===== config.mk =====
export PLATFORM = sky130hd
export DESIGN_NAME = decimal_text_to_fixed_point
export DESIGN_NICKNAME = d
export VERILOG_FILES = /design/src/rtl/dtfp_pkg.sv /design/src/rtl/decimal_text_to_fixed_point.sv
export SDC_FILE = /design/constraint.sdc
export NUM_CORES = 1
export LEC_CHECK = 0
export BUFFER_PORTS_ARGS = -buffer_cell sky130_fd_sc_hd__buf_2
export CORE_MARGIN = 2
export CORE_UTILIZATION = 30
export CTS_BUF_LIST = sky130_fd_sc_hd__clkbuf_16
export DETAILED_ROUTE_END_ITERATION = 8
export PLACE_DENSITY = 0.48
export SLEW_MARGIN = 10
export SYNTH_ARGS = -nofsm -noshare
export SYNTH_HDL_FRONTEND = slang
export SYNTH_SLANG_ARGS = --single-unit

===== constraint.sdc =====
create_clock -name clk -period 6.5 [get_ports clk]
set_input_delay 0.325 -clock clk [delete_from_list [all_inputs] [get_ports clk]]
set_output_delay 0.325 -clock clk [all_outputs]
set_load 0.05 [all_outputs]

===== src/rtl/dtfp_pkg.sv =====
`timescale 1ns / 1ps
// ----------------------------------------------------------------------------
// dtfp_pkg
// Shared constants, status codes and the power-of-ten table for the decimal
// text to fixed point converter.
// ----------------------------------------------------------------------------
package dtfp_pkg;

    // default number of kept fraction digits
    localparam int DEFAULT_FRACTION_DIGITS = 6;

    // field widths
    localparam int CHAR_W   = 8;
    localparam int VALUE_W  = 32;
    localparam int STATUS_W = 2;

    // result status codes
    typedef enum logic [STATUS_W-1:0] {
        STATUS_OK        = 2'd0,
        STATUS_MALFORMED = 2'd1,
        STATUS_RANGE     = 2'd2
    } status_t;

    // character codes
    localparam logic [CHAR_W-1:0] CHAR_SPACE = 8'h20;
    localparam logic [CHAR_W-1:0] CHAR_PLUS  = 8'h2B;
    localparam logic [CHAR_W-1:0] CHAR_MINUS = 8'h2D;
    localparam logic [CHAR_W-1:0] CHAR_DOT   = 8'h2E;
    localparam logic [CHAR_W-1:0] CHAR_ZERO  = 8'h30;
    localparam logic [CHAR_W-1:0] CHAR_NINE  = 8'h39;

    // powers of ten up to 10^9, enough for every supported digit count
    localparam int POW_W = 30;

    function automatic logic [POW_W-1:0] pow10_small(input logic [3:0] n);
        logic [POW_W-1:0] p;
        case (n)
            4'd0:    p = 30'd1;
            4'd1:    p = 30'd10;
            4'd2:    p = 30'd100;
            4'd3:    p = 30'd1000;
            4'd4:    p = 30'd10000;
            4'd5:    p = 30'd100000;
            4'd6:    p = 30'd1000000;
            4'd7:    p = 30'd10000000;
            4'd8:    p = 30'd100000000;
            4'd9:    p = 30'd1000000000;
            default: p = 30'd0;
        endcase
        return p;
    endfunction

endpackage


===== src/rtl/decimal_text_to_fixed_point.sv =====
`timescale 1ns / 1ps
// ----------------------------------------------------------------------------
// decimal_text_to_fixed_point
// Parses signed decimal text, one character per transfer, into a 32-bit
// value scaled by ten to the FRACTION_DIGITS.
// ----------------------------------------------------------------------------
// The block takes one character (or the end marker, sent with tlast high and
// no character) in every clock cycle while tready is high. Each character
// updates a running magnitude that is already scaled by ten to the
// FRACTION_DIGITS: an integer digit multiplies it by ten and adds the scaled
// digit, a kept fraction digit adds the digit times its place weight, so one
// character is one shift-add step and nothing is left to do at the end marker
// but a range compare and a negate. An end marker's result is registered into
// the output register, or into the skid register that backs it while the
// output is held, so input is stalled only while two results wait on the
// master side. Empty text gives 0; malformed text gives status 1, a magnitude
// beyond the 32-bit signed range gives status 2, and in both cases the value
// is 0. No clearing pass is needed after reset.
module decimal_text_to_fixed_point #(
    parameter int FRACTION_DIGITS = dtfp_pkg::DEFAULT_FRACTION_DIGITS
) (
    input  logic        clk,
    input  logic        rst_n,

    // character input
    input  logic        s_axis_tvalid,
    output logic        s_axis_tready,
    input  logic [7:0]  s_axis_tdata,   // [7:0] char_code
    input  logic        s_axis_tlast,   // end_of_text

    // result output
    output logic        m_axis_tvalid,
    input  logic        m_axis_tready,
    output logic [31:0] m_axis_tdata,   // [31:0] fixed_value
    output logic [1:0]  m_axis_tuser    // [1:0] status
);
    import dtfp_pkg::*;

    // running magnitude saturates at 2^32, well above any valid result
    localparam int MAG_W = 33;
    localparam logic [MAG_W-1:0] MAG_CAP = {1'b1, {(MAG_W-1){1'b0}}};
    localparam logic [POW_W-1:0] SCALE = pow10_small(4'(FRACTION_DIGITS));
    localparam logic [3:0] FRAC_MAX = 4'(FRACTION_DIGITS);
    localparam logic [3:0] FRAC_TOP = 4'(FRACTION_DIGITS - 1);
    localparam logic [MAG_W-1:0] LIMIT_POS = 33'h0_7FFF_FFFF;
    localparam logic [MAG_W-1:0] LIMIT_NEG = 33'h0_8000_0000;

    typedef enum logic [1:0] {
        PH_START = 2'd0,
        PH_INT   = 2'd1,
        PH_FRAC  = 2'd2
    } phase_t;

    // parser state
    phase_t           phase_reg,     phase_next;
    logic             negative_reg,  negative_next;
    logic [MAG_W-1:0] mag_reg,       mag_next;
    logic             int_seen_reg,  int_seen_next;
    logic [3:0]       frac_cnt_reg,  frac_cnt_next;
    logic             any_seen_reg,  any_seen_next;
    logic             error_reg,     error_next;

    // output register and skid register
    logic                out_valid_reg;
    logic [VALUE_W-1:0]  out_value_reg;
    status_t             out_status_reg;
    logic                skid_valid_reg;
    logic [VALUE_W-1:0]  skid_value_reg;
    status_t             skid_status_reg;

    logic                in_xfer;
    logic                out_xfer;
    logic                res_push;
    logic [CHAR_W-1:0]   ch;
    logic                is_digit;
    logic [3:0]          digit_val;
    logic [MAG_W+3:0]    int_sum;
    logic [MAG_W:0]      frac_sum;
    logic [MAG_W+3:0]    int_add;
    logic [POW_W+3:0]    frac_add;
    logic [MAG_W-1:0]    int_mag;
    logic [MAG_W-1:0]    frac_mag;
    logic [VALUE_W-1:0]  res_value;
    status_t             res_status;

    assign s_axis_tready = !skid_valid_reg;
    assign in_xfer  = s_axis_tvalid && s_axis_tready;
    assign out_xfer = out_valid_reg && m_axis_tready;
    assign res_push = in_xfer && s_axis_tlast;

    // digit decode
    assign ch        = s_axis_tdata;
    assign is_digit  = ch inside {[CHAR_ZERO:CHAR_NINE]};
    assign digit_val = is_digit ? ch[3:0] : 4'd0;

    // integer digit: mag * 10 + digit * scale, saturated
    assign int_add  = (MAG_W+4)'(digit_val) * (MAG_W+4)'(SCALE);
    assign int_sum  = {1'b0, mag_reg, 3'b000} + {3'b000, mag_reg, 1'b0} + int_add;
    assign int_mag  = (int_sum > (MAG_W+4)'(MAG_CAP)) ? MAG_CAP : int_sum[MAG_W-1:0];

    // fraction digit: add digit times its place weight, saturated
    assign frac_add = (POW_W+4)'(digit_val) * (POW_W+4)'(pow10_small(FRAC_TOP - frac_cnt_reg));
    assign frac_sum = {1'b0, mag_reg} + (MAG_W+1)'(frac_add);
    assign frac_mag = (frac_sum > (MAG_W+1)'(MAG_CAP)) ? MAG_CAP : frac_sum[MAG_W-1:0];

    // next parser state
    always_comb
    begin
        phase_next    = phase_reg;
        negative_next = negative_reg;
        mag_next      = mag_reg;
        int_seen_next = int_seen_reg;
        frac_cnt_next = frac_cnt_reg;
        any_seen_next = any_seen_reg;
        error_next    = error_reg;
        if (in_xfer)
        begin
            if (s_axis_tlast)
            begin
                phase_next    = PH_START;
                negative_next = 1'b0;
                mag_next      = '0;
                int_seen_next = 1'b0;
                frac_cnt_next = '0;
                any_seen_next = 1'b0;
                error_next    = 1'b0;
            end
            else
            begin
                any_seen_next = 1'b1;
                if (!error_reg)
                begin
                    case (phase_reg)
                        PH_START:
                        begin
                            if (ch == CHAR_SPACE)
                            begin
                                phase_next = PH_START;
                            end
                            else if (ch == CHAR_PLUS || ch == CHAR_MINUS)
                            begin
                                negative_next = (ch == CHAR_MINUS);
                                phase_next    = PH_INT;
                            end
                            else if (is_digit)
                            begin
                                mag_next      = int_mag;
                                int_seen_next = 1'b1;
                                phase_next    = PH_INT;
                            end
                            else if (ch == CHAR_DOT)
                            begin
                                phase_next = PH_FRAC;
                            end
                            else
                            begin
                                error_next = 1'b1;
                            end
                        end
                        PH_INT:
                        begin
                            if (is_digit)
                            begin
                                mag_next      = int_mag;
                                int_seen_next = 1'b1;
                            end
                            else if (ch == CHAR_DOT)
                            begin
                                phase_next = PH_FRAC;
                            end
                            else
                            begin
                                error_next = 1'b1;
                            end
                        end
                        PH_FRAC:
                        begin
                            if (is_digit)
                            begin
                                // digits past the kept ones are dropped
                                if (frac_cnt_reg < FRAC_MAX)
                                begin
                                    mag_next      = frac_mag;
                                    frac_cnt_next = frac_cnt_reg + 4'd1;
                                end
                            end
                            else
                            begin
                                error_next = 1'b1;
                            end
                        end
                        default:
                        begin
                            error_next = 1'b1;
                        end
                    endcase
                end
            end
        end
    end

    // result from the state at the end marker
    always_comb
    begin
        res_value  = '0;
        res_status = STATUS_OK;
        if (any_seen_reg)
        begin
            if (error_reg || !int_seen_reg || (phase_reg == PH_FRAC && frac_cnt_reg == 4'd0))
            begin
                res_status = STATUS_MALFORMED;
            end
            else if (mag_reg > (negative_reg ? LIMIT_NEG : LIMIT_POS))
            begin
                res_status = STATUS_RANGE;
            end
            else
            begin
                res_value = negative_reg ? (VALUE_W'(0) - mag_reg[VALUE_W-1:0])
                                         : mag_reg[VALUE_W-1:0];
            end
        end
    end

    // parser state registers
    always_ff @(posedge clk or negedge rst_n)
    begin
        if (!rst_n)
        begin
            phase_reg    <= PH_START;
            negative_reg <= 1'b0;
            mag_reg      <= '0;
            int_seen_reg <= 1'b0;
            frac_cnt_reg <= '0;
            any_seen_reg <= 1'b0;
            error_reg    <= 1'b0;
        end
        else
        begin
            phase_reg    <= phase_next;
            negative_reg <= negative_next;
            mag_reg      <= mag_next;
            int_seen_reg <= int_seen_next;
            frac_cnt_reg <= frac_cnt_next;
            any_seen_reg <= any_seen_next;
            error_reg    <= error_next;
        end
    end

    // output register with skid stage
    always_ff @(posedge clk or negedge rst_n)
    begin
        if (!rst_n)
        begin
            out_valid_reg  <= 1'b0;
            skid_valid_reg <= 1'b0;
        end
        else
        begin
            if (out_xfer || !out_valid_reg)
            begin
                if (skid_valid_reg)
                begin
                    out_valid_reg  <= 1'b1;
                    skid_valid_reg <= 1'b0;
                end
                else
                begin
                    out_valid_reg <= res_push;
                end
            end
            else if (res_push)
            begin
                skid_valid_reg <= 1'b1;
            end
        end
    end

    // output payload
    always_ff @(posedge clk)
    begin
        if (out_xfer || !out_valid_reg)
        begin
            if (skid_valid_reg)
            begin
                out_value_reg  <= skid_value_reg;
                out_status_reg <= skid_status_reg;
            end
            else if (res_push)
            begin
                out_value_reg  <= res_value;
                out_status_reg <= res_status;
            end
        end
        else if (res_push)
        begin
            skid_value_reg  <= res_value;
            skid_status_reg <= res_status;
        end
    end

    assign m_axis_tvalid = out_valid_reg;
    assign m_axis_tdata  = out_value_reg;
    assign m_axis_tuser  = out_status_reg;

    // checks
    skid_needs_out: assert property (@(posedge clk) disable iff (!rst_n)
        skid_valid_reg |-> out_valid_reg)
        else $error("skid register holds a result while the output register is empty");

    frac_count_bound: assert property (@(posedge clk) disable iff (!rst_n)
        frac_cnt_reg <= FRAC_MAX)
        else $error("fraction digit count beyond kept digits");

    mag_saturated: assert property (@(posedge clk) disable iff (!rst_n)
        mag_reg <= MAG_CAP)
        else $error("running magnitude above saturation cap");

    error_value_zero: assert property (@(posedge clk) disable iff (!rst_n)
        (m_axis_tvalid && m_axis_tuser != STATUS_OK) |-> (m_axis_tdata == '0))
        else $error("nonzero value with an error status");

endmodule


==> flow_summary.yaml <==
status:
  status: "finished clean"
timing:
  max_freq_ghz: 0.1599
  fin_crit_ns: 6.252
  fin_crit_sh_pct: 96.19
  clock_skew_ns: 0.01814
  fin_ws_ns: 0.2478
  worst_pin_slew_ns: 1.060
  maxSlewViolCount: 0
  finalSetupTns_ns: 0
  setup_viol: 0
  relSlewSlack_pct: 29.17
  finalHoldViolations: 0
  rsz0062_at_grt: "false"
placed_design:
  gp_congestion: 0.8860
  dp_hpwl_um: 35180
  pre_cts_slack_ns: 0.02865
  port_buffers: 48
cts:
  cts_tree: "yes"
  h-tree-depth: 4
  clkLatencyLatePin_ns: 0.44
  clock_path_buffers: 2
  numClockSinks: 113
  cts-root-buf: "clkbuf_16"
  clk_pin_slew_ns: 0.06
  cts_made_buffers: 17
synth:
  syn-num-nets: 1847
  netlist_instances: 1575
  avgSynthCellArea_um2: 8.889
  synth_edf_count: 68
  async_reset_ff_share_pct: 39.82
  synth_ff_type: "edfxtp_1"
  ys_ff_latch: 113
  synthDistinctLibCells: 82
  ys_seq_area_share_pct: 22.63
  syn-cell-area_um2: 14000
  ys_warn_count: 0
pwr:
  pwr-share-seq_pct: 36.5
  peakVddDrop_mv: 0.1641
  power_w: 0.002210
  switching_power_w: 0.0006773
  comb_power_share_pct: 17.2
  power_frac_clock_pct: 46.3
  leakagePower_nw: 8.002
  p_per_area_nw_per_um2: 133.6
  swShare_pct: 30.65
  internal-power_w: 0.001532
die:
  dieArea_um2: 48410
  ios: 49
  chipHeight_um: 220.0
  die_w_um: 220.0
  core_um2: 46260
  rows: 79
  start_util_pct: 30.26
detailed_routing:
  first_pass_iters: 6
  drt-initial-drc-count: 879
  avgRoutedWirePerCell_um: 18.35
  num_vias: 12000
  ant_nets: 0
  drt_drc_violations_left: 0
  routed_wl_um: 42790
  vias_per_cell: 5.145
worst_setup_path:
  critPathMaxFanout: 16
  crit_required_ns: 6.81
  crit_arrival_ns: 6.56
  critPathLaunchType: "flip-flop"
  crit_type: "flip-flop to flip-flop"
  end_kind: "flip-flop"
global_route:
  first_global_vias: 11590
  grt_max_degree: 68
  overflow: 0
  grt_first_pass_wirelength_um: 66940
  antenna_found_initial: 1
  grt_usage_pct: 18.03
layout:
  largest_reg_flops: 33
  n_antenna_cell: 0
  area_growth_pct: 18.13
  layout.nets: 1984
  final_core_util_pct: 35.75
  final_common_cell: "nand2_1"
  fillers: 4801
  final_cell_mix: "198 x nand2_1, 154 x inv_1, 144 x ha_1"
  drive_gt1_share_pct: 16.12
run:
  cap_violations: 0
hold_path:
  hold_class: "primary input to flip-flop"
## worst paths after layout
| kind | start | to | slack (ns) | cells after the start |
|---|---|---|---|---|
| worst min-delay path | s_axis_tvalid | m_axis_tvalid$_DFFE_PN0N_ | 0.23 | 3 |
| worst max-delay path | frac_cnt_reg[2]$_DFFE_PN0P_ | mag_reg[5]$_DFFE_PN0P_ | 0.25 | 25 |
| worst min register to register | int_seen_reg$_DFFE_PN0P_ | int_seen_reg$_DFFE_PN0P_ | 0.50 | 2 |
| worst max register to register | frac_cnt_reg[2]$_DFFE_PN0P_ | mag_reg[5]$_DFFE_PN0P_ | 0.25 | 25 |
| min in group asynchronous | rst_n | phase_reg[1]$_DFFE_PN0P_ | 0.52 | 3 |
| max in group asynchronous | rst_n | skid_valid_reg$_DFFE_PN0P_ | 5.51 | 3 |
## power by group through the flow
stage          Clock [W]  Combinational [W]  Sequential [W]
6_report         0.00102           0.000380        0.000806
5_1_grt          0.00107           0.000416        0.000809
4_1_cts          0.00104           0.000363        0.000805
3_5_place_dp           0           0.000361        0.000820
3_3_place_gp           0           0.000362        0.000820
2_1_floorplan          0           0.000178        0.000861
## critical path, cell delays in order (launching register included)
cell and delay [ns]:
dfrtp_2 0.45, ha_2 0.24, xnor2_2 0.21, buf_4 0.18, nand2_1 0.09, o21ai_1 0.37
nand2_1 0.14, fa_1 0.55, inv_1 0.06, fa_1 0.57, fa_1 0.42, ha_1 0.36
a21oi_1 0.15, o21ai_0 0.15, a221oi_1 0.32, o41ai_1 0.14, buf_4 0.17, a311o_1 0.29
a21oi_2 0.16, xnor2_1 0.13, buf_4 0.19, nor4b_4 0.06, buf_4 0.17, buf_12 0.16
a32oi_2 0.27, o31ai_2 0.10
## logic make-up after synthesis
logic type,synth area share (%)
compound gates,19.15
xor+xnor,5.630
fa+ha+maj,29.15
buf+inv,5.881
flops,22.63
mux,0.5094
simple gates,17.04
## what timing repair did
item,in CTS,in global routing
endpoints found under the setup margin,0,33
buffers inserted,0,2
endpoints found under the hold margin,7,0
resized for setup,0,34
hold buffers,1,0
## routing by layer
metal  part of all wire (%)  up-vias  track usage (%)
li1                       -     5831                -
met5                  0.030        -                0
met2                     48      231            29.81
met3                    3.9       42            2.581
met1                     46     5891            24.53
met4                    2.0        2            4.899
## synthesized netlist by cell type (43+ instances only)
cell type / count / area (µm²)
ha_1: 147 / 1839
a21oi_1: 82 / 410.4
clkbuf_1: 43 / 161.4
o31ai_1: 49 / 367.9
o21ai_0: 75 / 375.4
inv_1: 154 / 578.1
nand2_1: 198 / 743.2
dfrtp_1: 45 / 1126
fa_1: 112 / 2242
edfxtp_1: 68 / 2042
xnor2_1: 49 / 429.2
nor2_1: 125 / 469.2
## metrics by stage
step,hold slack [ns],area [µm²],instances
after floorplan,0.02941,14010,1575
after global placement,0.4534,15730,2296
after detailed placement,0.4564,15730,2296
after CTS,0.2119,16360,2329
after global routing,0.2510,16540,2332
final,0.2266,16540,2332
## final cells by class
| cell class | instances | area (µm²) | share of cell area [%] |
|---|---|---|---|
| Clock buffer | 17 | 425.4 | 2.572 |
| Clock inverter | 15 | 193.9 | 1.173 |
| Inverter | 154 | 578.1 | 3.495 |
| Multi-Input combinational cell | 1252 | 10170 | 61.47 |
| Sequential cell | 113 | 3172 | 19.18 |
| Tap cell | 607 | 759.5 | 4.592 |
| Timing Repair Buffer | 174 | 1244 | 7.520 |
Power figures use the tool's default switching activity.
